`src/hw/rtl/assert_macros.svh`:
```
// assertion macros shared by the rtl modules
`ifndef ASSERT_MACROS_SVH
`define ASSERT_MACROS_SVH
`ifndef SYNTHESIS
`define ASSERT_ALWAYS(lbl, expr) \
	lbl: assert property (@(posedge clk) disable iff (!arst_n) (expr)) \
		else $error("assertion failed");
`define ASSERT_NEXT(lbl, cause, effect) \
	lbl: assert property (@(posedge clk) disable iff (!arst_n) (cause) |=> (effect)) \
		else $error("assertion failed");
`else
`define ASSERT_ALWAYS(lbl, expr)
`define ASSERT_NEXT(lbl, cause, effect)
`endif
`endif

```
`src/hw/rtl/knn_pkg.sv`:
```
// shared types and constants of the nearest neighbour search
`default_nettype none
package knn_pkg;
	localparam int DEF_MAX_DIM = 64;
	localparam int DEF_MAX_K = 8;

	localparam int COORD_W = 32;
	localparam int ID_W = 16;
	localparam int DIST_W = 64;
	localparam int RANK_W = 3;
	localparam int K_W = 4;
	localparam int DIMS_W = 7;
	localparam int CFG_DATA_W = 7;
	localparam int CFG_IDX_W = 1;

	localparam logic [CFG_IDX_W-1:0] REG_K_IN_USE = 1'd0;
	localparam logic [CFG_IDX_W-1:0] REG_DIMS_IN_USE = 1'd1;

	localparam logic [K_W-1:0] K_RESET = 4'd8;
	localparam logic [DIMS_W-1:0] DIMS_RESET = 7'd64;

	// queue between the distance front end and the list back end
	localparam int QUEUE_DEPTH = 4;
	localparam int QUEUE_PW = $clog2(QUEUE_DEPTH);
	localparam int QUEUE_CW = $clog2(QUEUE_DEPTH + 1);

	typedef struct packed {
		logic [DIST_W-1:0] sq_dist;
		logic [ID_W-1:0] id;
		logic last_point;
	} cand_t;
endpackage
`default_nettype wire

```
`src/hw/rtl/knn_back.sv`:
```
// back end: sorted k-best list, compare-and-swap pass and result emission
`default_nettype none
`include "assert_macros.svh"
module knn_back #(
	parameter int MAX_K = knn_pkg::DEF_MAX_K
) (
	input wire logic clk,
	input wire logic arst_n,
	input wire logic [knn_pkg::K_W-1:0] k_in_use,
	input wire logic q_empty,
	input wire knn_pkg::cand_t q_head,
	output logic q_pop,
	output logic empty,
	input wire logic pop,
	output logic [knn_pkg::RANK_W-1:0] rank,
	output logic [knn_pkg::ID_W-1:0] neighbour_id,
	output logic [knn_pkg::DIST_W-1:0] distance_sq,
	output logic slot_valid,
	output logic last
);
	localparam int KW = MAX_K > 1 ? $clog2(MAX_K) : 1;

	localparam logic [1:0] ST_IDLE = 2'd0;
	localparam logic [1:0] ST_PASS = 2'd1;
	localparam logic [1:0] ST_EMIT = 2'd2;

	logic [1:0] state_q;
	logic [KW-1:0] step_q;
	logic [KW-1:0] cnt_q;
	logic lp_q;
	logic [KW-1:0] w;

	logic [knn_pkg::DIST_W-1:0] dist_q [MAX_K];
	logic [knn_pkg::ID_W-1:0] id_q [MAX_K];
	logic [MAX_K-1:0] valid_q;
	logic [knn_pkg::DIST_W-1:0] dist_d [MAX_K];
	logic [knn_pkg::ID_W-1:0] id_d [MAX_K];
	logic [MAX_K-1:0] valid_d;

	logic offer;
	logic [MAX_K-1:0] repl;
	logic [MAX_K-1:0] swap;
	logic load_out;
	logic clear_all;
	logic out_valid_q;

	// index of the worst slot in use
	always_comb begin
		if (k_in_use == '0) begin
			w = '0;
		end else if (int'(k_in_use) > MAX_K) begin
			w = KW'(MAX_K - 1);
		end else begin
			w = KW'(k_in_use - 4'd1);
		end
	end

	assign q_pop = (state_q == ST_IDLE) && !q_empty;
	assign offer = q_pop && (q_head.sq_dist != '0);
	assign load_out = (state_q == ST_EMIT) && (!out_valid_q || pop);
	assign clear_all = load_out && (cnt_q == w);

	always_comb begin
		for (int j = 0; j < MAX_K; j++) begin
			repl[j] = offer && (w == KW'(j)) &&
				(!valid_q[j] || (q_head.sq_dist < dist_q[j]));
		end
		swap[0] = 1'b0;
		for (int j = 1; j < MAX_K; j++) begin
			swap[j] = (state_q == ST_PASS) && (step_q == KW'(j)) && valid_q[j] &&
				(!valid_q[j-1] || (dist_q[j] < dist_q[j-1]));
		end
	end

	// each slot only looks at itself, its two neighbours and the queue head
	always_comb begin
		for (int j = 0; j < MAX_K; j++) begin
			dist_d[j] = dist_q[j];
			id_d[j] = id_q[j];
			valid_d[j] = valid_q[j];
			if (load_out) begin
				if (j < MAX_K - 1) begin
					dist_d[j] = dist_q[j+1];
					id_d[j] = id_q[j+1];
					valid_d[j] = valid_q[j+1];
				end else begin
					valid_d[j] = 1'b0;
				end
			end else if (repl[j]) begin
				dist_d[j] = q_head.sq_dist;
				id_d[j] = q_head.id;
				valid_d[j] = 1'b1;
			end else if ((j > 0) && swap[j]) begin
				dist_d[j] = dist_q[j-1];
				id_d[j] = id_q[j-1];
				valid_d[j] = valid_q[j-1];
			end else if ((j < MAX_K - 1) && swap[j+1]) begin
				dist_d[j] = dist_q[j+1];
				id_d[j] = id_q[j+1];
				valid_d[j] = valid_q[j+1];
			end
		end
		if (clear_all) begin
			valid_d = '0;
		end
	end

	always_ff @(posedge clk or negedge arst_n) begin
		if (!arst_n) begin
			valid_q <= '0;
		end else begin
			valid_q <= valid_d;
		end
	end

	always_ff @(posedge clk) begin
		dist_q <= dist_d;
		id_q <= id_d;
	end

	always_ff @(posedge clk or negedge arst_n) begin
		if (!arst_n) begin
			state_q <= ST_IDLE;
			step_q <= '0;
			cnt_q <= '0;
			lp_q <= 1'b0;
		end else begin
			case (state_q)
				ST_IDLE: begin
					if (q_pop) begin
						lp_q <= q_head.last_point;
						cnt_q <= '0;
						if ((|repl) && (w != '0)) begin
							state_q <= ST_PASS;
							step_q <= w;
						end else if (q_head.last_point) begin
							state_q <= ST_EMIT;
						end
					end
				end
				ST_PASS: begin
					if (step_q == KW'(1)) begin
						state_q <= lp_q ? ST_EMIT : ST_IDLE;
					end else begin
						step_q <= step_q - KW'(1);
					end
				end
				ST_EMIT: begin
					if (load_out) begin
						if (cnt_q == w) begin
							state_q <= ST_IDLE;
						end else begin
							cnt_q <= cnt_q + KW'(1);
						end
					end
				end
				default: begin
					state_q <= ST_IDLE;
				end
			endcase
		end
	end

	// result register, slot 0 of the shifting list is the next rank
	always_ff @(posedge clk or negedge arst_n) begin
		if (!arst_n) begin
			out_valid_q <= 1'b0;
		end else if (load_out) begin
			out_valid_q <= 1'b1;
		end else if (pop) begin
			out_valid_q <= 1'b0;
		end
	end

	always_ff @(posedge clk) begin
		if (load_out) begin
			rank <= knn_pkg::RANK_W'(cnt_q);
			neighbour_id <= valid_q[0] ? id_q[0] : '0;
			distance_sq <= valid_q[0] ? dist_q[0] : '0;
			slot_valid <= valid_q[0];
			last <= (cnt_q == w);
		end
	end

	assign empty = !out_valid_q;

	`ASSERT_ALWAYS(a_one_swap, $onehot0(swap))
	`ASSERT_ALWAYS(a_pass_step, (state_q != ST_PASS) || (step_q != '0))
	`ASSERT_NEXT(a_list_cleared, clear_all, valid_q == '0)
endmodule
`default_nettype wire

```
`config.mk`:
```
export PLATFORM = sky130hd
export DESIGN_NAME = knn_back
export DESIGN_NICKNAME = d
export VERILOG_FILES = /design/src/hw/rtl/knn_pkg.sv /design/src/hw/rtl/knn_back.sv
export VERILOG_INCLUDE_DIRS = /design/src /design/src/hw/rtl
export SDC_FILE = /design/constraint.sdc
export NUM_CORES = 2
export LEC_CHECK = 0
export ABC_CLOCK_PERIOD_IN_PS = 10200
export BUFFER_PORTS_ARGS = -buffer_cell sky130_fd_sc_hd__buf_2
export CORE_MARGIN = 2
export CORE_UTILIZATION = 60
export DETAILED_ROUTE_END_ITERATION = 10
export GPL_ROUTABILITY_DRIVEN = 0
export PLACE_DENSITY = 0.76
export SLEW_MARGIN = 40
export SYNTH_ARGS = -nofsm -noshare
export SYNTH_HDL_FRONTEND = slang
export SYNTH_SLANG_ARGS = --single-unit
```
`constraint.sdc`:
```
create_clock -name clk -period 10.2 [get_ports clk]
set_input_delay 1.02 -clock clk [delete_from_list [all_inputs] [get_ports clk]]
set_output_delay 1.02 -clock clk [all_outputs]
set_load 0.05 [all_outputs]
```
# After elaboration in Yosys (flattened, before gate mapping)

Cells that the tools add are included.

Register bits: 743
Input port bits: 89
Logic and storage cells: 286

$add $sub $neg: 3
$lt $le $gt $ge: 16
Equality and inequality tests: 25
Muxes and demuxes: 109
Bitwise logic cells: 1
Reduce and logical (&&, ||, !) cells: 98

Operator list:

| kind                 | count |
|---|---|
| $mux W64             | 29 |
| $lt A64 B64 Y1       | 15 |
| $mux W16             | 29 |
| $reduce_bool A64 Y1  | 1 |
| $logic_and A1 B1 Y1  | 42 |
| $mux W1              | 32 |
| $reduce_bool A4 Y1   | 8 |
| $reduce_bool A5 Y1   | 6 |
| $eq A3 B3 Y1 const B | 8 |
| $mux W3              | 8 |
| $logic_or A1 B1 Y1   | 16 |
| $mux W2              | 7 |
| $eq A3 B2 Y1 const B | 4 |
| $pmux W3 S2          | 2 |
| $logic_not A1 Y1     | 10 |
| $mux W8              | 1 |
| $ne A2 B2 Y1 const B | 4 |
| $reduce_and A4 Y1    | 2 |
| $reduce_bool A2 Y1   | 4 |
| $reduce_or A8 Y1     | 1 |
| $eq A3 B1 Y1 const B | 2 |
| $ne A2 B1 Y1 const B | 3 |
| $pmux W2 S3          | 1 |
| $reduce_bool A3 Y1   | 2 |
| 13 further kinds     | 15 |

# Longest topological paths before layout

Depth after elaboration: 11
Mapped depth: 15
Mapped depth without buffers: 13

# Worst setup path after synthesis

Ideal clock, no wire load.

Path type: input to register
Start point: input q_head[39] in the netlist's numbering
End point: register dist_q[384] in the netlist's numbering (enable)
Arrival: 5.334 ns
Slack: 3.705 ns
Stages on the path: 10
Buffers on the path: 2
Cell sequence: ha_1 > nand4_1 > nor4_1 > a22oi_1 > o211ai_1 > a311oi_1 > o311ai_0 > clkbuf_1 > clkbuf_1 > nand4_1

Cells in the longest elaborated chain, start to end: 5
Elaborated cells between the ends (all ways): 7

Ends and longest elaborated chain:

| element                                                                | line            | RTL |
|---|---|---|
| start, declared                                                        | knn_back.sv:11  | `input wire knn_pkg::cand_t q_head,` |
| parallel branches: the longest is 3 deep, another holds $lt A64 B64 Y1 | -               |  |
| $logic_and A1 B1 Y1 (*)                                                | knn_back.sv:65  | `repl[j] = offer && (w == KW'(j)) &&` |
| $reduce_bool A4 Y1 (no line) (*)                                       | -               |  |
| end signal, assigned                                                   | knn_back.sv:117 | `dist_q <= dist_d;` |
| end, declared                                                          | knn_back.sv:33  | `logic [knn_pkg::DIST_W-1:0] dist_q [MAX_K];` |

Every way passes the cells marked *.
A chain may end at the register's enable or synchronous reset.

# Worst setup path after layout

Start point: register dist_q[380] in the netlist's numbering
End point: register valid_q[2]

Cells in the longest elaborated chain, start to end: 7
Elaborated cells between the ends (all ways): 14

Ends and longest elaborated chain:

| element              | line            | RTL |
|---|---|---|
| $lt A64 B64 Y1       | knn_back.sv:71  | `(!valid_q[j-1] \|\| (dist_q[j] < dist_q[j-1]));` |
| $logic_or A1 B1 Y1   | knn_back.sv:71  |  |
| $logic_and A1 B1 Y1  | knn_back.sv:70  | `swap[j] = (state_q == ST_PASS) && (step_q == KW'(j)) && valid_q[j] &&` |
| $mux W1              | knn_back.sv:93  | `end else if ((j > 0) && swap[j]) begin` |
| $mux W1              | knn_back.sv:89  | `end else if (repl[j]) begin` |
| $mux W1              | knn_back.sv:81  | `if (load_out) begin` |
| $mux W8              | knn_back.sv:103 | `if (clear_all) begin` |
| end signal, assigned | knn_back.sv:112 | `valid_q <= valid_d;` |
| end, declared        | knn_back.sv:35  | `logic [MAX_K-1:0] valid_q;` |

Several ways; a longest one is shown, not always the timed one.

==> flow_summary.toml <==
[status]
status = "finished, final reports clean"

[timing]
slew_headroom_pct = 31.75
worst_pin_slew_ps = 1011
tns_ps = 0
layout_min_cycle_time_ps = 5720
setup_viol = 0
timing.hold.ws_ps = 319.9
fin_crit_sh_pct = 56.08
finClkSkew_ps = 31.40
finalHoldViolCount = 0
rsz0062_at_grt = "no"
slew_viol_final = 0
fmax_ghz = 0.1748

[logic_synthesis]
syn_area_um2 = 55010
syn_nets = 6509
syn_inst = 5468
synth_cell_types = 73
synth-warning-count = 0
yosys_most_used_dff = "edfxtp_1"
synth_seq_cells = 743
synth-async-reset-ratio_pct = 2.423
yosysSeqAreaShare_pct = 40.40
avgSynthCellArea_um2 = 10.06
synth-edff-count = 725

[clock_tree]
hold_buffers = 0
numClockSinks = 743
post_cts_resized = 0
cts_tree = "yes"
cts_inserted_buffers = 86
clk_pin_slew_ps = 60
post-cts-setup-buffers = 0
cts_root_buffer = "clkbuf_16"
htree_levels = 3
insertion_delay_ps = 690
clock_path_buffers = 3

[worst_hold_path]
hp-class = "input pin to async pin"

[detailed_routing]
vias = 47000
firstDrtPassIters = 5
finalWirelength_um = 177200
drcViolationCount = 0
drt_iter0_drc = 6037
avgViaCountPerCell = 6.955
wl_per_cell_um = 26.22
ant_nets = 0

[place]
portBuffers = 175
place_area_um2 = 56990
post-dp-hpwl_um = 127400

[floorplanning]
start_util_pct = 60.28
io_pins = 176
dieHeight_um = 306.8
dieArea_um2 = 94120
core-area_um2 = 91250
die_x_um = 306.8
rows = 111

[cells_and_area]
fin_area_um2 = 59780
fin_nets = 6545
drive_gt1_share_pct = 10.13
final_cell_mix = "952 x ha_1, 725 x edfxtp_1, 562 x inv_1"
layout_commonest_cell = "ha_1"
syn_to_final_growth_pct = 8.684
post-route-util_pct = 65.52

[global_route]
grt_pass1_wl_um = 267400
grt_use_total_pct = 36.85
grt_pass1_vias = 45080
antenna_found_initial = 6
grt_overflow_total = 0
grt_max_degree = 109

[setup_path]
worstSetupPathType = "register to register"
cp-end-kind = "register"
path_buf_inv = 4
cpPeakStageDelay_ps = 700
cp.arrival_ps = 6300
path_cells = "inv_1 -> ha_1 -> nand4_1 -> nor2_1 -> nand2_1 -> nor4_1 -> o21ai_0 -> o2111ai_1 -> nor2b_4 -> buf_4 -> buf_4 -> nand4_1 -> buf_6 -> mux2_2"
cp-start-kind = "register"
cp_max_fo = 54
path_delay_family = "simple AND/OR/NAND/NOR gates"
critPathRequiredTime_ps = 10780
slowest_stage = "buf_4"

[pwr]
leakagePower_uw = 0.02569
powerDensity_nw_per_um2 = 300.7
p_total_uw = 17980
peakVddDrop_v = 0.0002373

[run]
drv_cap = 0
## state kept, by name (all words and copies together), names as in the netlist
name          count
lp_q              1
rank              3
neighbour_id     16
id_q            128
dist_q          512
last              1
distance_sq      64
valid_q           8
state_q           2
step_q            3
cnt_q             3
slot_valid        1
out_valid_q       1
## stage by stage
step,setup WS (ps),instances
2_1_floorplan,3705,5468
3_3_place_gp,4254,6594
3_5_place_dp,4412,6600
4_1_cts,4708,6753
5_1_grt,4495,6755
6_report,4480,6757
## worst paths after layout
check	start	end	slack, ps	cells past startpoint
worst max-delay path	dist_q[380]	valid_q[2]	4480	14
worst min-delay path	arst_n	out_valid_q	320	1
worst max register to register	dist_q[380]	valid_q[2]	4480	14
worst min register to register	lp_q	lp_q	550	2
max in group asynchronous	arst_n	valid_q[7]	9500	1
min in group clk	lp_q	lp_q	550	2
## synth_stat cells (98+ instances only)
cell type | number | area [um2]
a21o_1 | 156 | 1171
nand4_1 | 155 | 969.7
nand2_1 | 244 | 915.9
a21oi_1 | 414 | 2072
o21ai_0 | 239 | 1196
clkbuf_1 | 242 | 908.4
nand2b_1 | 106 | 663.1
inv_1 | 563 | 2113
nor2_1 | 300 | 1126
mux2_2 | 98 | 1104
o22ai_1 | 407 | 2546
ha_1 | 952 | 11910
edfxtp_1 | 725 | 21770
a31oi_1 | 204 | 1276
## layout make-up
cell class / count / area, um2
diodes: 2 / 5.005
clock buffers: 112 / 2291
clock inverters: 41 / 431.7
fillers: 7013 / 31460
inverters: 566 / 2130
multi-input cells: 3878 / 29800
flip-flops and latches: 743 / 22220
well taps: 1186 / 1484
repair buffers: 229 / 1419
## worst register-to-register path, cell delays in order (launching register included)
cell       delay (ps)
edfxtp_1          400
inv_1             120
ha_1              340
nand4_1           160
nor2_1            530
nand2_1           130
nor4_1            590
o21ai_0           530
o2111ai_1         400
nor2b_4           190
buf_4             540
buf_4             700
nand4_1           250
buf_6             360
mux2_2            380
## routing by layer
metal / vias to the layer above / routed length, um / part of all wire (%) / track usage [%]
met5: - / 166 / 0.094 / 0.6202
met4: 14 / 10630 / 6.0 / 19.56
met3: 534 / 22910 / 13 / 9.152
met2: 3071 / 76450 / 43 / 56.11
met1: 22290 / 67030 / 38 / 48.53
li1: 21080 / - / - / -
## report_power, final
part / total (uW) / switching [uW] / internal, uW
clock: 3110 / 1350 / 1760
sequential: 6270 / 1010 / 5260
combinational: 8590 / 5560 / 3040
total: 18000 / 7920 / 10100
## logic make-up (layout without fill, tap and decap cells)
| group | after synthesis | in the layout | share of synthesized area [%] |
|---|---|---|---|
| DFF | 743 | 743 | 40.40 |
| AOI/OAI and AO/OA | 1732 | 1732 | 20.08 |
| muxes | 105 | 105 | 2.140 |
| xor gates and xnor gates | 3 | 3 | 0.04778 |
| adders and majority gates | 953 | 953 | 21.67 |
| buffers and inverters | 847 | 948 | 5.864 |
| and+or+nand+nor | 1085 | 1085 | 9.797 |
| other | 0 | 2 | 0 |
No activity file was read; power rests on OpenSTA's default activity.
