File: src/hw/rtl/assert_macros.svh
// assertion macros shared by the rtl modules
`ifndef ASSERT_MACROS_SVH
`define ASSERT_MACROS_SVH
`ifndef SYNTHESIS
`define ASSERT_ALWAYS(lbl, expr) \
	lbl: assert property (@(posedge clk) disable iff (!arst_n) (expr)) \
		else $error("assertion failed");
`define ASSERT_NEXT(lbl, cause, effect) \
	lbl: assert property (@(posedge clk) disable iff (!arst_n) (cause) |=> (effect)) \
		else $error("assertion failed");
`else
`define ASSERT_ALWAYS(lbl, expr)
`define ASSERT_NEXT(lbl, cause, effect)
`endif
`endif

File: src/hw/rtl/knn_pkg.sv
// shared types and constants of the nearest neighbour search
`default_nettype none
package knn_pkg;
	localparam int DEF_MAX_DIM = 64;
	localparam int DEF_MAX_K = 8;

	localparam int COORD_W = 32;
	localparam int ID_W = 16;
	localparam int DIST_W = 64;
	localparam int RANK_W = 3;
	localparam int K_W = 4;
	localparam int DIMS_W = 7;
	localparam int CFG_DATA_W = 7;
	localparam int CFG_IDX_W = 1;

	localparam logic [CFG_IDX_W-1:0] REG_K_IN_USE = 1'd0;
	localparam logic [CFG_IDX_W-1:0] REG_DIMS_IN_USE = 1'd1;

	localparam logic [K_W-1:0] K_RESET = 4'd8;
	localparam logic [DIMS_W-1:0] DIMS_RESET = 7'd64;

	// queue between the distance front end and the list back end
	localparam int QUEUE_DEPTH = 4;
	localparam int QUEUE_PW = $clog2(QUEUE_DEPTH);
	localparam int QUEUE_CW = $clog2(QUEUE_DEPTH + 1);

	typedef struct packed {
		logic [DIST_W-1:0] sq_dist;
		logic [ID_W-1:0] id;
		logic last_point;
	} cand_t;
endpackage
`default_nettype wire

File: src/hw/rtl/knn_ram.sv
// generic single write, single read ram with registered read data
`default_nettype none
module knn_ram #(
	parameter int WIDTH = 32,
	parameter int DEPTH = 64
) (
	input wire logic clk,
	input wire logic we,
	input wire logic [(DEPTH > 1 ? $clog2(DEPTH) : 1)-1:0] waddr,
	input wire logic [WIDTH-1:0] wdata,
	input wire logic re,
	input wire logic [(DEPTH > 1 ? $clog2(DEPTH) : 1)-1:0] raddr,
	output logic [WIDTH-1:0] rdata
);
	logic [WIDTH-1:0] mem_q [DEPTH];

	always_ff @(posedge clk) begin
		if (we) begin
			mem_q[waddr] <= wdata;
		end
		if (re) begin
			rdata <= mem_q[raddr];
		end
	end
endmodule
`default_nettype wire

File: src/hw/rtl/knn_front.sv
// front end: coordinate counter, query store and square-accumulate pipeline
`default_nettype none
module knn_front #(
	parameter int MAX_DIM = knn_pkg::DEF_MAX_DIM
) (
	input wire logic clk,
	input wire logic arst_n,
	input wire logic [knn_pkg::DIMS_W-1:0] dims_in_use,
	input wire logic push,
	output logic full,
	input wire logic command,
	input wire logic [knn_pkg::COORD_W-1:0] coord_value,
	input wire logic [knn_pkg::ID_W-1:0] point_id,
	input wire logic last_coord,
	input wire logic last_point,
	input wire logic [knn_pkg::QUEUE_CW-1:0] q_count,
	output logic q_push,
	output knn_pkg::cand_t q_entry
);
	localparam int AW = MAX_DIM > 1 ? $clog2(MAX_DIM) : 1;
	localparam int IW = knn_pkg::QUEUE_CW + 1;

	logic [AW-1:0] dim_last;
	logic [AW-1:0] cnt_q;
	logic [AW-1:0] idx;
	logic point_end;
	logic accept;
	logic [IW-1:0] inflight;

	logic [knn_pkg::COORD_W-1:0] q_rdata;

	logic v_s1, cand_s1, pe_s1, lp_s1;
	logic [knn_pkg::COORD_W-1:0] coord_s1;
	logic [knn_pkg::ID_W-1:0] id_s1;

	logic v_s2, cand_s2, pe_s2, lp_s2;
	logic [31:0] mag_s2;
	logic [knn_pkg::ID_W-1:0] id_s2;

	logic v_s3, cand_s3, pe_s3, lp_s3;
	logic [63:0] sq_s3;
	logic [knn_pkg::ID_W-1:0] id_s3;

	logic [knn_pkg::DIST_W-1:0] acc_q;
	logic signed [32:0] diff;
	logic [32:0] absval;
	logic [64:0] sum;
	logic [knn_pkg::DIST_W-1:0] sum_sat;

	always_comb begin
		if (dims_in_use == '0) begin
			dim_last = '0;
		end else if (int'(dims_in_use) > MAX_DIM) begin
			dim_last = AW'(MAX_DIM - 1);
		end else begin
			dim_last = AW'(dims_in_use - 7'd1);
		end
	end

	// a counter left beyond a shortened point clamps to its last index
	assign idx = (cnt_q > dim_last) ? dim_last : cnt_q;
	assign point_end = last_coord || (idx == dim_last);

	// every item in flight may take a queue slot
	assign inflight = IW'(q_count) + IW'(v_s1) + IW'(v_s2) + IW'(v_s3);
	assign full = inflight >= IW'(knn_pkg::QUEUE_DEPTH);
	assign accept = push && !full;

	always_ff @(posedge clk or negedge arst_n) begin
		if (!arst_n) begin
			cnt_q <= '0;
		end else if (accept) begin
			cnt_q <= point_end ? '0 : idx + AW'(1);
		end
	end

	knn_ram #(
		.WIDTH(knn_pkg::COORD_W),
		.DEPTH(MAX_DIM)
	) u_query (
		.clk(clk),
		.we(accept && !command),
		.waddr(idx),
		.wdata(coord_value),
		.re(accept && command),
		.raddr(idx),
		.rdata(q_rdata)
	);

	assign diff = $signed({coord_s1[31], coord_s1}) - $signed({q_rdata[31], q_rdata});
	assign absval = diff[32] ? 33'(-diff) : 33'(diff);

	always_ff @(posedge clk or negedge arst_n) begin
		if (!arst_n) begin
			v_s1 <= 1'b0;
			v_s2 <= 1'b0;
			v_s3 <= 1'b0;
		end else begin
			v_s1 <= accept;
			v_s2 <= v_s1;
			v_s3 <= v_s2;
		end
	end

	always_ff @(posedge clk) begin
		if (accept) begin
			cand_s1 <= command;
			coord_s1 <= coord_value;
			id_s1 <= point_id;
			pe_s1 <= point_end;
			lp_s1 <= last_point;
		end
		cand_s2 <= cand_s1;
		pe_s2 <= pe_s1;
		lp_s2 <= lp_s1;
		id_s2 <= id_s1;
		mag_s2 <= absval[31:0];
		cand_s3 <= cand_s2;
		pe_s3 <= pe_s2;
		lp_s3 <= lp_s2;
		id_s3 <= id_s2;
		sq_s3 <= 64'(mag_s2) * 64'(mag_s2);
	end

	assign sum = {1'b0, acc_q} + {1'b0, sq_s3};
	assign sum_sat = sum[64] ? '1 : sum[63:0];

	always_ff @(posedge clk or negedge arst_n) begin
		if (!arst_n) begin
			acc_q <= '0;
		end else if (v_s3) begin
			if (pe_s3) begin
				acc_q <= '0;
			end else if (cand_s3) begin
				acc_q <= sum_sat;
			end
		end
	end

	assign q_push = v_s3 && cand_s3 && pe_s3;
	assign q_entry.sq_dist = sum_sat;
	assign q_entry.id = id_s3;
	assign q_entry.last_point = lp_s3;
endmodule
`default_nettype wire

File: config.mk
export PLATFORM = sky130hd
export DESIGN_NAME = knn_front
export DESIGN_NICKNAME = d
export VERILOG_FILES = /design/src/hw/rtl/assert_macros.svh /design/src/hw/rtl/knn_pkg.sv /design/src/hw/rtl/knn_ram.sv /design/src/hw/rtl/knn_front.sv
export SDC_FILE = /design/constraint.sdc
export NUM_CORES = 2
export LEC_CHECK = 0
export BUFFER_PORTS_ARGS = -buffer_cell sky130_fd_sc_hd__buf_2
export CORE_UTILIZATION = 64
export DETAILED_ROUTE_END_ITERATION = 8
export PLACE_DENSITY = 0.86
export SYNTH_ARGS = -nofsm -noshare
export SYNTH_HDL_FRONTEND = slang
export SYNTH_SLANG_ARGS = --single-unit
File: constraint.sdc
create_clock -name clk -period 8.9 [get_ports clk]
set_input_delay 0.89 -clock clk [delete_from_list [all_inputs] [get_ports clk]]
set_output_delay 0.89 -clock clk [all_outputs]
set_load 0.02 [all_outputs]
* Word-level counts from Yosys, hierarchy flattened
Memories as Yosys holds them, arrays and structs flattened. A register that Yosys moved wholly into a read port is not among the register bits.
Index checks and enable logic that the tools add are counted.
Widths: inputs -> output; s select.
** Cells by class
- $mul :: 1
- Reductions and logical operators :: 11
- $lt $le $gt $ge :: 3
- Add/subtract/negate cells :: 8
- Muxes and demuxes :: 10
- Eq/ne operators :: 1
** Operators by type and width (count)
- $mux 64 :: 3
- $add 64x64->65 :: 1
- $mul 32x32->64 :: 1
- $sub 32x32->33 :: 1
- $mux 32 :: 1
- $neg 32->32 :: 1
- $mux 6 :: 4
- $add 4x1->4 :: 2
- $gt 7x7->1 const B :: 1
- $logic_not 7->1 :: 1
- $add 6x1->6 const B :: 1
- $eq 6x6->1 :: 1
- $gt 6x6->1 :: 1
- $sub 6x1->6 const B :: 1
- $logic_and 1x1->1 :: 5
- $add 3x1->4 :: 1
- $ge 4x3->1 const B :: 1
- $logic_not 1->1 :: 2
- $mux 1 :: 2
- $reduce_and 2->1 :: 1
- $reduce_bool 2->1 :: 1
- $logic_or 1x1->1 :: 1
** Word-level totals
- Register bits :: 258
- Bits in writable memories :: 2048
- Bits of input ports :: 64
- Memories kept :: 1
** Memory list
- u_query.mem_q :: depth 64, width 32, read ports 1, clocked after memory_dff 1, wr ports 1, RTL line knn_ram.sv:15 : logic [WIDTH-1:0] mem_q [DEPTH];

* Logic depth before layout (Yosys ltp)
- Word-level depth :: 9
- Gate-level depth with buffers :: 32
- Gate-level depth less buffers :: 30

* Hierarchy
Synthesis repeated with hierarchy kept, for this count alone.
** Unflattened totals
- Cell total of the unflattened synthesis :: 7983
- Area, all modules :: 122356.1 um^2
** Modules (own cells, without submodules)
- knn_ram :: cells each 3324, times used 1, area an instance 78835.6 um^2, seq. area each 62459.9 um^2
- knn_front :: cells each 4659, times used 1, area an instance 43520.5 um^2, seq. area each 6020.8 um^2

* Least setup slack after synthesis
No wires, ideal clock.
- Path kind :: reg-to-reg
- Start point :: reg mag_s2[13]
- End point :: reg sq_s3[63]
- Cell stages (with the launch flop) :: 30
- Clock period less this slack :: 7872 ps
- Setup slack :: 1028 ps
- Path buffers :: 3
- Data arrival time :: 7752 ps
- Cells stage by stage :: dfxtp_1 > clkbuf_1 > clkbuf_1 > nand2_1 > fa_1 > inv_1 > fa_1 > inv_1 > fa_1 > inv_1 > fa_1 > inv_1 > fa_1 > fa_1 > fa_1 > fa_1 > inv_1 > ha_1 > clkbuf_1 > and3_1 > a221o_1 > a21oi_1 > o21ai_0 > o21bai_1 > a21o_1 > a221o_1 > a31oi_1 > o31ai_1 > a21oi_1 > xnor2_1
** Between the ends
- Longest elaborated chain between the ends :: 1
** RTL lines
- start, declared :: RTL line knn_front.sv:37 : logic [31:0] mag_s2;
- start signal, assigned :: RTL line knn_front.sv:117 : mag_s2 <= absval[31:0];
- $mul 32x32->64 :: RTL line knn_front.sv:122 : sq_s3 <= 64'(mag_s2) * 64'(mag_s2);
- end signal, assigned :: RTL line knn_front.sv:122
- end, declared :: RTL line knn_front.sv:41 : logic [63:0] sq_s3;
No other way between the ends.
A chain may end at the register's enable or synchronous reset.

* Worst setup path in the final report
- Start point :: reg mag_s2[22]
- End point :: reg sq_s3[57]
Same word-level chain as after synthesis.

==> summary.md <==
| Metric | Value |
|---|---|
| Status | `finished, violations left` |
| Failing checks | `DRC, capacitance limit, slew limit` |
| Initial DRC Count | `around 14000` |
| Worst-path clk slew | `0.06 ns` |
| Synth Instances | `8467` |
| Die Y | `431 um` |
| Vias | `approximately 80000` |
| Synth unique cells | `90` |
| Final hold vios | `0` |
| Met2 WL | `167 mm` |
| Crit-path max FO | `16` |
| Slowest cell on crit path | `dfxtp_1` |
| Fraction of layout cells with a size suffix above 1 | `9.53%` |
| FFs w/ async S/R, synth | `3.12%` |
| DRT Wirelength | `363 mm` |
| Reg-to-reg endpoint | `sq_s3[57]$_DFF_P_` |
| Worst reg2reg path startpoint | `mag_s2[22]$_DFF_P_` |
| Critical Path AT | `9.34 ns` |
| Clk sinks | `between 2000 and 2500` |
| First-pass GRT wire length | `526 mm` |
| Top cells by area, synth | `edfxtp_1 54%, fa_1 14%, ha_1 4.3%, inv_1 3.3%, dfxtp_1 2.3%` |
| # setup viols final | `0` |
| Wl on met1 | `111 mm` |
| Slew Limit Fails | `2` |
| Top sig layer | `met5` |
| MaxCap Viol Count | `1` |
| Initial antenna violation count | `14` |
| Main synth FF type | `edfxtp_1` |
| Pin count of the biggest net entering global routing | `108` |
| DRC viols | `49` |
| Top cell type's share of synthesized area | `54.4%` |
| Crit path to | `sq_s3[57]$_DFF_P_` |
| Critical path type | `reg -> reg` |
| Antenna-violating nets left | `0` |
| Metal3 WL | `51.4 mm` |
| Initial Utilization | `64.8%` |
| Routability-driven placement congestion ratio | `between 0.9 and 1` |
| Crit. Startpoint | `mag_s2[22]$_DFF_P_` |
| CTS tree | `built` |
| Syn_nets | `about 9700` |
| Num CTS Buffers | `212` |
| Layout Nets | `a little under 10000` |
| Worst slew pin tran | `1.59 ns` |
| Critical path's largest stage delay | `~0.84 ns` |
| RSZ-0062 raised after global routing | `false` |
| Post-synth design cell area | `about 120000 um^2` |
| Setup TNS | `0 ns` |
| Vias in the first global route | `81900` |
| Area Overhead vs Synth | `10.2%` |
| R2r setup slk | `0.36 ns` |
| Register area share after synthesis | `between 50 and 60%` |
| #FFs+latches synth | `approximately 2300` |
| Post-route minimum period | `8.54 ns` |
| Max frequency | `117 MHz` |
| Most frequent cell on the critical path | `fa_1` |
| GRT Overall Usage | `between 30% and 40%` |
| Worst Setup End Kind | `flip-flop` |
| Number of synthesized flops with an enable pin | `2131` |
| Post-CTS Setup Bufs | `0` |
| Post-DP HPWL | `around 220 mm` |
| Core ar. | `~180000 um^2` |
| Warnings, synthesis | `0` |
| Routed length per instance | `32.5 um` |
| Critical Path RT | `between 9 and 10 ns` |
| Vias/cell | `slightly above 7` |
| R2R cell count | `26` |
| # rows | `156` |
| Cell accounting for the most synthesized area | `edfxtp_1` |
| Avg Cell Area, Syn | `13.9 um^2` |
| Drt pass-1 iters | `9` |
| Die Wd | `431 um` |
| Worst Clk Skew | `~0.1 ns` |
| Final period utilization | `between 90% and 100%` |
| Clock Latency Late Sink | `0.96 ns` |
| Maximum clock insertion buffer count | `3` |
| Gr ovfl total | `0` |
| CP startpoint kind | `flip-flop` |
| Relative slew slack | `-7.00%` |
| Clk root buf | `clkbuf_16` |
| Die area | `185000 um^2` |
| IO Pins | `147` |
| H-tree depth | `4` |
| Port-buffer cells | `146` |
| Hold Path Class | `in -> async` |
[cells by family after synthesis]
kind of cell             count (synthesis)  share of synthesized area [%]
adder cells (fa/ha/maj)               1197                           17.8
flip-flops                            2337                           58.3
AO/OA/AOI/OAI                         1760                           11.5
AND/OR/NAND/NOR                       1459                           5.89
multiplexers                            10                         0.0873
XOR/XNOR                               222                           1.66
buffers and inverters                 1482                           4.76
[metal layers]
layer,up-vias,track usage [%]
li1,31400,-
met1,38500,45.3
met2,8073,60.9
met3,2047,11.5
met4,14,30.3
met5,-,0
[state kept, by name (all words and copies together) (netlist names)]
register / count
u_query.mem_q: 2048
coord_s1: 32
pe_s3: 1
mag_s2: 32
lp_s3: 1
cand_s2: 1
pe_s1: 1
id_s2: 16
u_query.rdata: 32
v_s3: 1
acc_q: 64
sq_s3: 63
cand_s1: 1
cnt_q: 6
v_s1: 1
id_s1: 16
id_s3: 16
v_s2: 1
lp_s1: 1
pe_s2: 1
lp_s2: 1
cand_s3: 1
[area by class of cell]
class	count	area [um^2]
clock buffers	275	5580
diodes	7	17.5
flip-flops and latches	2337	68500
inverters	1030	3870
fillers	10600	52000
multi-input cells	4648	44200
well taps	2370	2970
clock inverters	114	1250
repair buffers	408	3170
[critical path, delay by kind of cell (launching register included)]
family                     cells  cell delay [ns]
adders and majority gates      9             4.15
AOI/OAI and AO/OA             10             2.25
DFF                            1             0.84
xor gates and xnor gates       2             0.57
buffers and inverters          4             0.35
and+or+nand+nor                1             0.23
[worst min-delay path by stage]
| stage | end | slack (ns) | cells past startpoint |
|---|---|---|---|
| 2_1_floorplan | cand_s3$_DFF_P_ | 0.31 | 0 |
| 3_3_place_gp | id_s3[4]$_DFF_P_ | 0.31 | 0 |
| 3_5_place_dp | id_s3[12]$_DFF_P_ | 0.31 | 0 |
| 4_1_cts | id_s1[4]$_DFFE_PP_ | 0.15 | 1 |
| 5_1_grt | id_s1[6]$_DFFE_PP_ | 0.16 | 1 |
| 6_report | acc_q[1]$_DFFE_PN0P_ | 0.15 | 1 |
[placed cells by master (no fill, tap or decap), types with 103 or more instances in the layout]
cell / Yosys / final
o21ai_0: 111 / 110
a21oi_1: 223 / 223
nand2_1: 660 / 654
buf_2: 4 / 145
inv_1: 1027 / 1026
a22o_1: 259 / 259
a221oi_1: 202 / 202
and2_1: 255 / 255
xnor2_1: 133 / 133
buf_4: 3 / 224
edfxtp_1: 2131 / 2131
a22oi_1: 121 / 121
a21o_1: 103 / 103
clkbuf_16: 0 / 212
dfxtp_1: 133 / 132
nor2_1: 190 / 125
fa_1: 794 / 794
a31oi_1: 201 / 199
a222oi_1: 256 / 256
ha_1: 402 / 402
[cell usage after synthesis, drive strengths merged, types with 7 or more instances]
cell type	number
dfrtp	73
dfxtp	133
a31oi	202
nand3	87
or3	9
nor3	27
a311oi	9
nor2	190
nor4	56
a21boi	7
o211ai	14
ha	402
a222oi	256
o21a	23
nor2b	31
nand2	660
a22oi	121
inv	1028
a31o	18
o31ai	21
mux2i	8
a22o	259
edfxtp	2131
fa	794
a41oi	56
and3	27
a41o	9
clkbuf	398
a211oi	17
a21o	103
buf	54
or2	12
xor2	88
o21bai	35
nand2b	37
o2111ai	7
xnor2	134
o21ai	118
a21oi	224
and2	256
nand4	46
a221o	7
a211o	7
a221oi	202
[what timing repair did]
action | 4_1_cts | 5_1_grt
hold buffers | 0 | 0
endpoints found under the setup margin | 0 | 2
resized for setup | 0 | 1
[stage by stage]
step	util (%)	cells	area, um^2	setup slack [ns]	hold WS (ns)
after global placement	67.5	10800	123000	0.694	0.310
after CTS	71.3	11200	129000	0.469	0.147
final	71.3	11200	130000	0.360	0.154
after global routing	71.3	11200	129000	0.00228	0.163
after floorplan	-	8467	118000	1.03	0.310
after detailed placement	67.5	10800	123000	0.558	0.312
Power is not shown: default switching activity piles up to over one toggle a cycle in this logic, so the estimate is an artifact.
