### src/hw/rtl/assert_macros.svh
// assertion macros shared by the rtl modules
`ifndef ASSERT_MACROS_SVH
`define ASSERT_MACROS_SVH
`ifndef SYNTHESIS
`define ASSERT_ALWAYS(lbl, expr) \
	lbl: assert property (@(posedge clk) disable iff (!arst_n) (expr)) \
		else $error("assertion failed");
`define ASSERT_NEXT(lbl, cause, effect) \
	lbl: assert property (@(posedge clk) disable iff (!arst_n) (cause) |=> (effect)) \
		else $error("assertion failed");
`else
`define ASSERT_ALWAYS(lbl, expr)
`define ASSERT_NEXT(lbl, cause, effect)
`endif
`endif

### src/hw/rtl/knn_pkg.sv
// shared types and constants of the nearest neighbour search
`default_nettype none
package knn_pkg;
	localparam int DEF_MAX_DIM = 64;
	localparam int DEF_MAX_K = 8;

	localparam int COORD_W = 32;
	localparam int ID_W = 16;
	localparam int DIST_W = 64;
	localparam int RANK_W = 3;
	localparam int K_W = 4;
	localparam int DIMS_W = 7;
	localparam int CFG_DATA_W = 7;
	localparam int CFG_IDX_W = 1;

	localparam logic [CFG_IDX_W-1:0] REG_K_IN_USE = 1'd0;
	localparam logic [CFG_IDX_W-1:0] REG_DIMS_IN_USE = 1'd1;

	localparam logic [K_W-1:0] K_RESET = 4'd8;
	localparam logic [DIMS_W-1:0] DIMS_RESET = 7'd64;

	// queue between the distance front end and the list back end
	localparam int QUEUE_DEPTH = 4;
	localparam int QUEUE_PW = $clog2(QUEUE_DEPTH);
	localparam int QUEUE_CW = $clog2(QUEUE_DEPTH + 1);

	typedef struct packed {
		logic [DIST_W-1:0] sq_dist;
		logic [ID_W-1:0] id;
		logic last_point;
	} cand_t;
endpackage
`default_nettype wire

### src/hw/rtl/knn_fifo.sv
// short queue of finished candidate distances
`default_nettype none
`include "assert_macros.svh"
module knn_fifo (
	input wire logic clk,
	input wire logic arst_n,
	input wire logic push,
	input wire knn_pkg::cand_t wentry,
	input wire logic pop,
	output logic empty,
	output knn_pkg::cand_t head,
	output logic [knn_pkg::QUEUE_CW-1:0] count
);
	localparam int DEPTH = knn_pkg::QUEUE_DEPTH;
	localparam int PW = knn_pkg::QUEUE_PW;
	localparam int CW = knn_pkg::QUEUE_CW;

	knn_pkg::cand_t mem_q [DEPTH];
	logic [PW-1:0] wr_ptr_q;
	logic [PW-1:0] rd_ptr_q;
	logic [CW-1:0] count_q;

	always_ff @(posedge clk or negedge arst_n) begin
		if (!arst_n) begin
			wr_ptr_q <= '0;
			rd_ptr_q <= '0;
			count_q <= '0;
		end else begin
			if (push) begin
				wr_ptr_q <= (wr_ptr_q == PW'(DEPTH - 1)) ? '0 : wr_ptr_q + PW'(1);
			end
			if (pop) begin
				rd_ptr_q <= (rd_ptr_q == PW'(DEPTH - 1)) ? '0 : rd_ptr_q + PW'(1);
			end
			if (push && !pop) begin
				count_q <= count_q + CW'(1);
			end else if (pop && !push) begin
				count_q <= count_q - CW'(1);
			end
		end
	end

	always_ff @(posedge clk) begin
		if (push) begin
			mem_q[wr_ptr_q] <= wentry;
		end
	end

	assign empty = (count_q == '0);
	assign head = mem_q[rd_ptr_q];
	assign count = count_q;

	`ASSERT_ALWAYS(a_no_overflow, !(push && !pop && (count_q == CW'(DEPTH))))
	`ASSERT_ALWAYS(a_no_underflow, !(pop && (count_q == '0)))
endmodule
`default_nettype wire

### config.mk
export PLATFORM = sky130hd
export DESIGN_NAME = knn_fifo
export DESIGN_NICKNAME = d
export VERILOG_FILES = /design/src/hw/rtl/knn_pkg.sv /design/src/hw/rtl/knn_fifo.sv
export VERILOG_INCLUDE_DIRS = /design/src /design/src/hw/rtl
export SDC_FILE = /design/constraint.sdc
export NUM_CORES = 1
export LEC_CHECK = 0
export BUFFER_PORTS_ARGS = -buffer_cell sky130_fd_sc_hd__buf_2
export CAP_MARGIN = 10
export CORE_MARGIN = 8
export CORE_UTILIZATION = 55
export DETAILED_ROUTE_END_ITERATION = 10
export GPL_TIMING_DRIVEN = 0
export PLACE_DENSITY = 0.77
export SYNTH_ARGS = -nofsm -noshare
export SYNTH_HDL_FRONTEND = slang
export SYNTH_SLANG_ARGS = --single-unit
### constraint.sdc
create_clock -name clk -period 3.3 [get_ports clk]
set_input_delay 0.66 -clock clk [delete_from_list [all_inputs] [get_ports clk]]
set_output_delay 0.66 -clock clk [all_outputs]
set_load 0.03 [all_outputs]
## Word-level counts from Yosys, hierarchy flattened

Memories as Yosys holds them, arrays and structs flattened.
Cells that the tools add are included.

- Memories: 1
- Logic and storage cells: 22
- Output and inout bits: 85
- Register bits: 7
- Input port bits: 85
- Memory bits (writable): 324

Memories:

| memory | words | width | read ports | clocked after memory_dff | write ports | RTL line | RTL |
|---|---|---|---|---|---|---|---|
| mem_q | 4 | 81 | 1 | 0 | 1 | knn_fifo.sv:18 | `knn_pkg::cand_t mem_q [DEPTH];` |

- Add/subtract/negate cells: 4
- Reductions and logical operators: 6
- Muxes and demuxes: 6
- Eq/ne operators: 2

Operator list:

| operator | number |
|---|---|
| 3-bit 2-to-1 mux | 2 |
| 2-bit by 1-bit adder with 2-bit output, second input constant | 2 |
| 2-bit == test, second input constant | 2 |
| 2-bit 2-to-1 mux | 2 |
| 3-bit by 1-bit adder with 3-bit output, second input constant | 1 |
| 3-bit zero test | 1 |
| 3-bit by 1-bit subtractor with 3-bit output, second input constant | 1 |
| 1-bit logical AND | 2 |
| 1-bit zero test | 2 |
| 1-bit 2-to-1 mux | 2 |
| 2-bit nonzero test | 1 |

## Depth between registers and ports, before layout

Gate-level depths: netlist of run 1.

- Depth after elaboration: 4
- Depth in mapped cells: 7
- Mapped depth without buffers: 7

## Worst setup path before layout of run 1

Ideal clock, no wire load.

- Kind: input to register
- Start point: in push
- End point: mem mem_q[2][0] (netlist name), enable pin
- Setup slack: 307 ps
- Library setup time: 448 ps
- Data required time: 2852 ps
- Data arrival time: 2545 ps
- Stages: 1
- Path buffers: 0
- Path through: and2_1

- Word-level cells in the longest chain between the ends: 2

RTL lines:

| element | RTL line | RTL |
|---|---|---|
| from (decl) | knn_fifo.sv:7 | `input wire logic push,` |
| 1-bit 2-to-1 mux | knn_fifo.sv:44 | `if (push) begin` |
| 1-bit 2-to-1 mux (implied by the code) | knn_fifo.sv:45 | `mem_q[wr_ptr_q] <= wentry;` |
| to (decl) | knn_fifo.sv:18 |  |

Every way passes these cells.

==> summary.md, run 1 <==
| Metric | Value |
|---|---|
| Area growth, synth to finish | `19.7%` |
| Most common cell in the netlist | `edfxtp_1` |
| Synth cell types | `17` |
| Largest net degree at the start of global routing | `43` |
| WL/cell | `22.4 um` |
| WS Path Type | `flip-flop to output port` |
| Layout cells sized above 1 | `0.468` |
| Synth async-reset ratio | `0.0211` |
| Initial Utilization | `0.558` |
| Vias | `5,396` |
| EDFF count, synth | `324` |
| Final min period | `2.72 ns` |
| Slew HR | `0.555` |
| Final setup margin | `0.581 ns` |
| DP Wirelength | `14,000 um` |
| Biggest area consumer among synthesized cells | `edfxtp_1` |
| Synth Warn # | `0` |
| Top FF cell, synth | `edfxtp_1` |
| Peak VDD IR | `0.000748 V` |
| Unrepaired setup endpoints after global routing | `no` |
| Seq/Total Area, Yosys | `0.819` |
| CP arrival | `2.06 ns` |
| Yosys top cell area share | `0.804` |
| Post-Syn Nets | `about 550` |
| Global Route Usage Sum | `0.164` |
| IO buf count | `169` |
| Place WS | `1.05 ns` |
| Die span in x | `164 um` |
| Core Util, Final | `0.668` |
| Crit share post-route | `0.824` |
| Final hold vios | `0` |
| Final ANT Viol Nets | `0` |
| Global-route wire length before repair | `~33,000 um` |
| Static Leakage | `0.00501 uW` |
| Outcome | `complete, no violations` |
| Nets | `761` |
| PwrDens | `950 nW/um2` |
| Setup crit start kind | `flip-flop` |
| I/O Pins | `between 150 and 200` |
| Grt total ovfl | `0` |
| Cell area after synthesis | `between 10,000 and 15,000 um2` |
| Vias per cell | `5.53` |
| Final WL | `about 22,000 um` |
| Final non-filler cell total | `975` |
| # Max-Cap Violations | `0` |
| Hold crit path type | `input pin to flip-flop` |
| DRC viols | `0` |
| Crit path capture type | `output port` |
| Antenna violations before repair | `3` |
| Final Max Slew Viols | `0` |
| Fillers | `about 1.4k` |
| Clock Path Buffers | `3` |
| Vias in the first global route | `between 6k and 7k` |
| Detailed Route Iter0 Violations | `274` |
| Die height | `164 um` |
| Syn_area_per_cell | `roughly 26 um2` |
| Top post-synthesis cells by count | `324 x edfxtp_1, 81 x mux4_2, 9 x buf_2` |
| Worst-path clk slew | `approximately 0.060 ns` |
| Core ar. | `21,700 um2` |
| Die Footprint | `27,000 um2` |
| Cells after DPL | `around 900` |
| Rows | `54` |
| Post-synthesis cell count | `459` |
| Root Driver | `clkbuf_16` |
| Critical Path Fanout Max | `10` |
| H-tree levels | `2` |
| CTS Sinks | `331` |
| Worst skew pair latency | `0.49 ns` |
| Yosys reg bits | `331` |
| CTS tree | `done` |
| Worst-margin pin slew | `0.667 ns` |
| Count of final setup violators | `0` |
| Fin Clk Skew | `a little under 0.009 ns` |
| First drt pass iteration count | `4` |
| Fmax | `roughly 0.37 GHz` |
| Area contributors post-synth | `edfxtp_1 80%, mux4_2 15%, dfrtp_1 1.4%` |
| TritonCTS buffer count | `34` |
| Final GP Congestion | `a little over 0.7` |
| Post-CTS Repair Setup Buffers | `0` |
| PostCTS Resize Cnt | `0` |
| Critical Path RT | `roughly 2.6 ns` |
-- sequential cells by signal, summed over array words and instances, names as in the netlist --
name,count
count,3
mem_q,324
rd_ptr_q,2
wr_ptr_q,2
-- layout make-up --
cell class | instances | area (um2) | area share
diodes | 1 | 2.50 | 0.000173
plain buffers | 18 | 143 | 0.00985
clock buffers | 46 | 960 | 0.0662
clock inverters | 15 | 97.6 | 0.00674
inverters | 4 | 15.0 | 0.00104
multi-input cells | 106 | 2050 | 0.141
flip-flops and latches | 331 | 9900 | 0.684
well taps | 280 | 350 | 0.0242
repair buffers | 174 | 966 | 0.0667
-- worst max-delay path, cell delays in order (launching register included) --
cell	delay (ns)
dfrtp_1	0.39
buf_6	0.21
buf_6	0.21
mux4_2	0.54
buf_2	0.20
-- routing by layer --
| metal | GRT usage | up-vias | wire [um] |
|---|---|---|---|
| li1 | - | 2405 | - |
| met2 | 0.277 | 183 | 11200 |
| met4 | 0.0521 | 4 | 397 |
| met5 | 0 | - | 23 |
| met1 | 0.202 | 2766 | 8420 |
| met3 | 0.0459 | 38 | 1860 |
-- cells in the final DEF, fill, tap and decap left out, types with 3 or more instances in the layout --
cell and count:
buf_16 4, clkinv_1 6, buf_6 8, clkbuf_1 9, clkbuf_16 37, nor2_1 3, buf_2 178, dfrtp_1 7
ha_1 6, inv_1 4, clkinv_2 6, and2_4 4, edfxtp_1 324, mux2_2 3, mux4_2 81
-- power breakdown --
| group | switching [uW] | internal (uW) |
|---|---|---|
| Clock | 1440 | 2120 |
| Combinational | 2910 | 1740 |
| Sequential | 171 | 5390 |
| Total | 4520 | 9240 |
-- kinds of logic after synthesis --
kind of cell    synth area share
flops                      0.819
mux                        0.154
buf+inv                   0.0130
simple gates             0.00403
fa+ha+maj                0.00786
xor+xnor                 0.00217
compound gates          0.000827
-- through the flow --
step | hold slack (ns) | power (uW) | cell area [um2] | TNS [ns]
after CTS | 0.355 | 14000 | 14500 | 0
final | 0.377 | 13800 | 14500 | 0
after global routing | 0.359 | 14400 | 14500 | 0
after detailed placement | 0.483 | 10400 | 13400 | 0
after global placement | 0.481 | 10300 | 13300 | -381.79
after floorplan | 0.364 | 9060 | 12100 | 0
-- path summary, 6_finish.rpt --
path,startpoint,endpoint,slack (ns),cells after the start
setup / recovery,rd_ptr_q[0],head[39],0.58,4
hold / removal,wentry[79],mem_q[2][79],0.38,1
setup reg to reg,wr_ptr_q[1],mem_q[1][23],1.36,4
hold reg to reg,count[2],count[2],0.51,1
max in group asynchronous,arst_n,count[2],2.60,2
min in group asynchronous,arst_n,wr_ptr_q[0],0.53,2
-- repair_timing --
action,CTS,global route
hold endpoints to repair,7,0
endpoints found under the setup margin,0,0
hold buffers,1,0
Note: power is estimated with default switching activity, not from simulation.
==> run 2: changes to the inputs <==
==> constraint.sdc (replaced) <==
create_clock -name clk -period 2.65 [get_ports clk]
set_input_delay 0.53 -clock clk [delete_from_list [all_inputs] [get_ports clk]]
set_output_delay 0.53 -clock clk [all_outputs]
set_load 0.03 [all_outputs]
==> summary.md, run 2 (synthesis results as in run 1) <==
| Metric | Value |
|---|---|
| Outcome | `complete, no violations` |
| Hold crit path type | `input pin to flip-flop` |
| Worst-path clk slew | `0.05 ns` |
| Fin Clk Skew | `just under 0.008 ns` |
| CP max stage cell | `mux4_2` |
| Global-route wire length before repair | `33,700 um` |
| Crit-path max cell delay | `0.53 ns` |
| Peak VDD IR | `0.000731 V` |
| Most common cell after layout, fill and taps aside | `edfxtp_1` |
| Biggest register | `mem_q` |
| Count of final setup violators | `0` |
| Slew HR | `0.549` |
| Rows | `between 50 and 60` |
| Post-CTS Repair Setup Buffers | `0` |
| DRC viols | `0` |
| CP arrival | `2.03 ns` |
| Final ANT Viol Nets | `0` |
| Nets | `~760` |
| Fin Hold WS | `0.243 ns` |
| CTS tree | `done` |
| Largest net degree at the start of global routing | `43` |
| Final min period | `~2.6 ns` |
| Final GP Congestion | `0.709` |
| Critical Path Fanout Max | `10` |
| Vias in the first global route | `6,077` |
| Delay-heaviest family, CP | `buffers and inverters` |
| Max reg flops | `324` |
| TritonCTS buffer count | `34` |
| Core ar. | `21,700 um2` |
| Crit path capture type | `output port` |
| Die Footprint | `27,000 um2` |
| I/O Pins | `170` |
| Fmax | `0.390 GHz` |
| Die span in x | `164 um` |
| Final WL | `21,700 um` |
| Area growth, synth to finish | `20.0%` |
| Worst skew pair latency | `0.50 ns` |
| Vias | `5,413` |
| WS Path Type | `flip-flop to output port` |
| Root Driver | `clkbuf_16` |
| Critical Path RT | `2.12 ns` |
| First drt pass iteration count | `4` |
| Vias per cell | `5.55` |
| Global Route Usage Sum | `0.164` |
| Antenna violations before repair | `1` |
| Layout cells sized above 1 | `0.463` |
| Grt met1 use | `0.198` |
| Core Util, Final | `0.670` |
| H-tree levels | `2` |
| Static Leakage | `0.00502 uW` |
| Die height | `164 um` |
| Bufs and invs on worst path | `3` |
| Detailed Route Iter0 Violations | `between 200 and 300` |
| Setup_tns | `0 ns` |
| Grt total ovfl | `0` |
| Clock Path Buffers | `3` |
| # Max-Cap Violations | `0` |
| Final hold vios | `0` |
| Total power | `17,300 uW` |
| Initial Utilization | `0.558` |
| IO buf count | `roughly 170` |
| Setup crit start kind | `flip-flop` |
| Final Max Slew Viols | `0` |
| Most frequent cells in the layout | `324 x edfxtp_1, 169 x buf_2, 81 x mux4_2` |
| Crit path cell chain | `buf_8, buf_6, mux4_2, buf_2` |
| CTS Sinks | `331` |
| DP Wirelength | `13,900 um` |
| Met3 Resource Use GR | `0.0486` |
| PwrDens | `around 1200 nW/um2` |
| Crit share post-route | `0.968` |
| WL/cell | `22.3 um` |
| Worst-margin pin slew | `0.676 ns` |
| Unrepaired setup endpoints after global routing | `yes` |
| GRT met2 Usage | `0.287` |
| GR peak layer | `met2` |
| Inserted Diodes | `0` |
## run 2: cell types whose count changed in the layout (fill, tap and decap cells not counted), sizes merged
| cell | change |
|---|---|
| clkinv | -3 |
| buf | -9 |
| inv | +2 |
| diode | -1 |
| bufinv | +2 |
| clkbuf | +11 |
| clkinvlp | -2 |
## run 2: final timing paths
check / end / startpoint / slack (ns) / depth (start not counted)
min in group asynchronous: count[2] / arst_n / 0.39 / 2
hold / removal: mem_q[1][69] / wentry[69] / 0.24 / 1
setup / recovery: head[38] / rd_ptr_q[0] / 0.09 / 4
max in group asynchronous: wr_ptr_q[0] / arst_n / 2.09 / 2
setup reg to reg: mem_q[0][12] / wr_ptr_q[0] / 0.73 / 4
hold reg to reg: count[2] / count[2] / 0.55 / 1
## run 2: where the power goes
part | internal (uW) | switching (uW) | leakage [uW]
Combinational | 2210 | 3640 | 0.00145
Sequential | 6710 | 210 | 0.00306
Clock | 2710 | 1810 | 0.000517
## run 2: layout make-up
type	count	area, um2
timing repair buffer	174	966
sequential	331	9900
multi-input combinational	106	2050
clock buffer	48	913
clock inverter	14	156
inverter	4	15.0
tap	280	350
buffer	18	173
fill	1379	7160
## run 2: worst reg2reg max path, stage by stage (launching register included)
cell and delay, ns:
dfrtp_1 0.41, inv_1 0.11, ha_1 0.16, and2_4 0.58, buf_16 0.33
## run 2: per-stage QoR
step	setup slack, ns	area (um2)	instances
global route	-0.0103	14500	975
global placement	-0.219	13300	908
floorplan	0.582	12100	459
detailed placement	0.546	13400	912
finish	0.0861	14500	975
CTS	0.00482	14500	975
## run 2: timing repair
action                     4_1_cts  5_1_grt
gates resized for setup          0       11
hold buffers                     1        0
hold endpoints to repair         7        0
setup endpoints to repair        0       71
## run 2: layer usage
layer / share of wire / wire [um]
met5: 0.00060 / 13
met4: 0.017 / 363
met2: 0.52 / 11400
met3: 0.069 / 1500
met1: 0.39 / 8470
==> run 3: changes to the inputs <==
--- a/config.mk
+++ b/config.mk
@@ -6,13 +6,14 @@
 export SDC_FILE = /design/constraint.sdc
 export NUM_CORES = 1
 export LEC_CHECK = 0
+export ABC_AREA = 1
 export BUFFER_PORTS_ARGS = -buffer_cell sky130_fd_sc_hd__buf_2
 export CAP_MARGIN = 10
 export CORE_MARGIN = 8
 export CORE_UTILIZATION = 55
 export DETAILED_ROUTE_END_ITERATION = 10
 export GPL_TIMING_DRIVEN = 0
-export PLACE_DENSITY = 0.77
+export PLACE_DENSITY = 0.76
 export SYNTH_ARGS = -nofsm -noshare
 export SYNTH_HDL_FRONTEND = slang
 export SYNTH_SLANG_ARGS = --single-unit
==> summary.md, run 3 <==
| Metric | Value |
|---|---|
| Crit-path max cell delay | `0.42 ns` |
| Slew HR | `0.485` |
| Most common cell in the netlist | `edfxtp_1` |
| Yosys reg bits | `~330` |
| Crit share post-route | `0.964` |
| Post-synthesis cell count | `995` |
| Syn_area_per_cell | `13.3 um2` |
| Final hold vios | `0` |
| Cell area after synthesis | `13,200 um2` |
| Final non-filler cell total | `about 1.6k` |
| DRC viols | `0` |
| Die Footprint | `29,300 um2` |
| Biggest area consumer among synthesized cells | `edfxtp_1` |
| Area growth, synth to finish | `19.1%` |
| Final WL | `29,200 um` |
| Hold crit path type | `input pin to flip-flop` |
| Biggest register | `mem_q` |
| Delay-heaviest family, CP | `buffers and inverters` |
| Antenna violations before repair | `10` |
| Final Max Slew Viols | `0` |
| Count of final setup violators | `0` |
| Global-route wire length before repair | `44,700 um` |
| Synth cell types | `16` |
| Worst-margin pin slew | `slightly below 0.8 ns` |
| Worst skew pair latency | `0.51 ns` |
| PwrDens | `1170 nW/um2` |
| H-tree levels | `2` |
| Outcome | `complete, no violations` |
| Synth async-reset ratio | `0.0211` |
| Die height | `about 170 um` |
| Post-Syn Nets | `around 1.1k` |
| Core Util, Final | `0.670` |
| Rows | `56` |
| Root Driver | `clkbuf_16` |
| Synth Warn # | `0` |
| Unrepaired setup endpoints after global routing | `yes` |
| Fin Hold WS | `between 0.2 and 0.25 ns` |
| Final min period | `about 2.6 ns` |
| Final GP Congestion | `slightly above 0.7` |
| Fillers | `1,690` |
| Crit path cell chain | `inv_4, buf_6, buf_2, o211ai_1, nand2_1, buf_2` |
| Top FF cell, synth | `edfxtp_1` |
| First drt pass iteration count | `5` |
| Detailed Route Iter0 Violations | `roughly 550` |
| Vias in the first global route | `8,318` |
| Core ar. | `23,500 um2` |
| Static Leakage | `0.00647 uW` |
| WL/cell | `approximately 19 um` |
| Cells after DPL | `1,489` |
| Fin Clk Skew | `roughly 0.016 ns` |
| Vias | `8,142` |
| Grt total ovfl | `0` |
| Area contributors post-synth | `edfxtp_1 74%, o211ai_1 9.2%, nand2_1 7.3%` |
| Initial Utilization | `0.562` |
| Setup_tns | `0 ns` |
| CP arrival | `2.02 ns` |
| Worst-path clk slew | `0.06 ns` |
| Vias per cell | `5.23` |
| Most frequent cells in the layout | `324 x edfxtp_1, 258 x nand2_1, 198 x buf_2` |
| Setup crit start kind | `flip-flop` |
| Critical Path Fanout Max | `10` |
| CTS Sinks | `331` |
| IO buf count | `169` |
| EDFF count, synth | `324` |
| Max reg flops | `324` |
| TritonCTS buffer count | `35` |
| WS Path Type | `flip-flop to output port` |
| Peak VDD IR | `0.000900 V` |
| Top post-synthesis cells by count | `324 x edfxtp_1, 258 x nand2_1, 173 x inv_1` |
| I/O Pins | `170` |
| Final ANT Viol Nets | `0` |
| Most used cell, CP | `buf_2` |
| Critical Path RT | `2.12 ns` |
| Fmax | `0.392 GHz` |
| Yosys top cell area share | `0.735` |
| DP Wirelength | `18,200 um` |
| Crit path capture type | `output port` |
| # Max-Cap Violations | `0` |
| Most common cell after layout, fill and taps aside | `edfxtp_1` |
| Nets | `1,300` |
| CTS tree | `done` |
| Global Route Usage Sum | `0.201` |
| Die span in x | `171 um` |
| Bufs and invs on worst path | `4` |
| Clock Path Buffers | `3` |
| Total power | `18,400 uW` |
| CP max stage cell | `dfrtp_1` |
| Seq/Total Area, Yosys | `0.748` |
| Layout cells sized above 1 | `0.228` |
| Largest net degree at the start of global routing | `50` |
run 3: cell families (layout without fill, tap and decap cells):
group | count (synthesis) | in the layout | synth area share
other | 0 | 7 | 0
adder cells (fa/ha/maj) | 7 | 7 | 0.00718
XOR/XNOR | 1 | 1 | 0.000662
AND/OR/NAND/NOR | 263 | 263 | 0.0750
flip-flops | 331 | 331 | 0.748
buffers and inverters | 227 | 462 | 0.0754
AO/OA/AOI/OAI | 166 | 166 | 0.0934
run 3: worst paths after layout:
| path | start | endpoint | slack (ns) | cells past startpoint |
|---|---|---|---|---|
| max | rd_ptr_q[0] | head[44] | 0.1 | 6 |
| min | wentry[3] | mem_q[2][3] | 0.23 | 1 |
| max reg2reg | wr_ptr_q[0] | mem_q[2][16] | 0.47 | 5 |
| min reg2reg | count[2] | count[2] | 0.54 | 2 |
| max in group asynchronous | arst_n | count[0] | 2.09 | 2 |
| min in group asynchronous | arst_n | count[2] | 0.39 | 2 |
run 3: worst reg2reg max path, cell delays in order, from the launching register on:
cell        delay [ns]
dfrtp_1           0.40
inv_1             0.10
ha_1              0.20
nand2_1           0.10
clkinvlp_4        0.62
buf_12            0.46
run 3: area by class of cell:
class	count	area [um2]	share of cell area
antenna	7	17.5	0.00111
buffer	52	367	0.0233
clock buffer	42	965	0.0612
clock inverter	17	110	0.00698
inverter	175	674	0.0428
multi-input combinational	437	2330	0.148
sequential	331	9900	0.628
tap	319	399	0.0253
timing repair buffer	176	998	0.0633
run 3: power by group:
part | switching (uW) | total, uW | internal (uW)
clock network | 1860 | 4540 | 2680
logic | 5040 | 6990 | 1950
registers | 211 | 6920 | 6710
total | 7110 | 18400 | 11300
run 3: through the flow:
stage	setup WS [ns]	cell area, um2
floorplan	0.0142	13200
global placement	-1.40	14500
detailed placement	0.424	14600
CTS	0.0403	15700
global route	-0.00811	15800
finish	0.0962	15800
run 3: routing by layer:
layer | wire, um | vias up | GRT usage
met4 | 774 | 10 | 0.0798
li1 | - | 3911 | -
met3 | 2350 | 65 | 0.0459
met2 | 14200 | 289 | 0.339
met5 | 65 | - | 0
met1 | 11800 | 3867 | 0.251
run 3: what timing repair did:
action	in CTS	in global routing
hold endpoints to repair	7	0
hold buffers	1	0
gates resized for setup	4	8
setup endpoints to repair	41	9
setup buffers	0	0
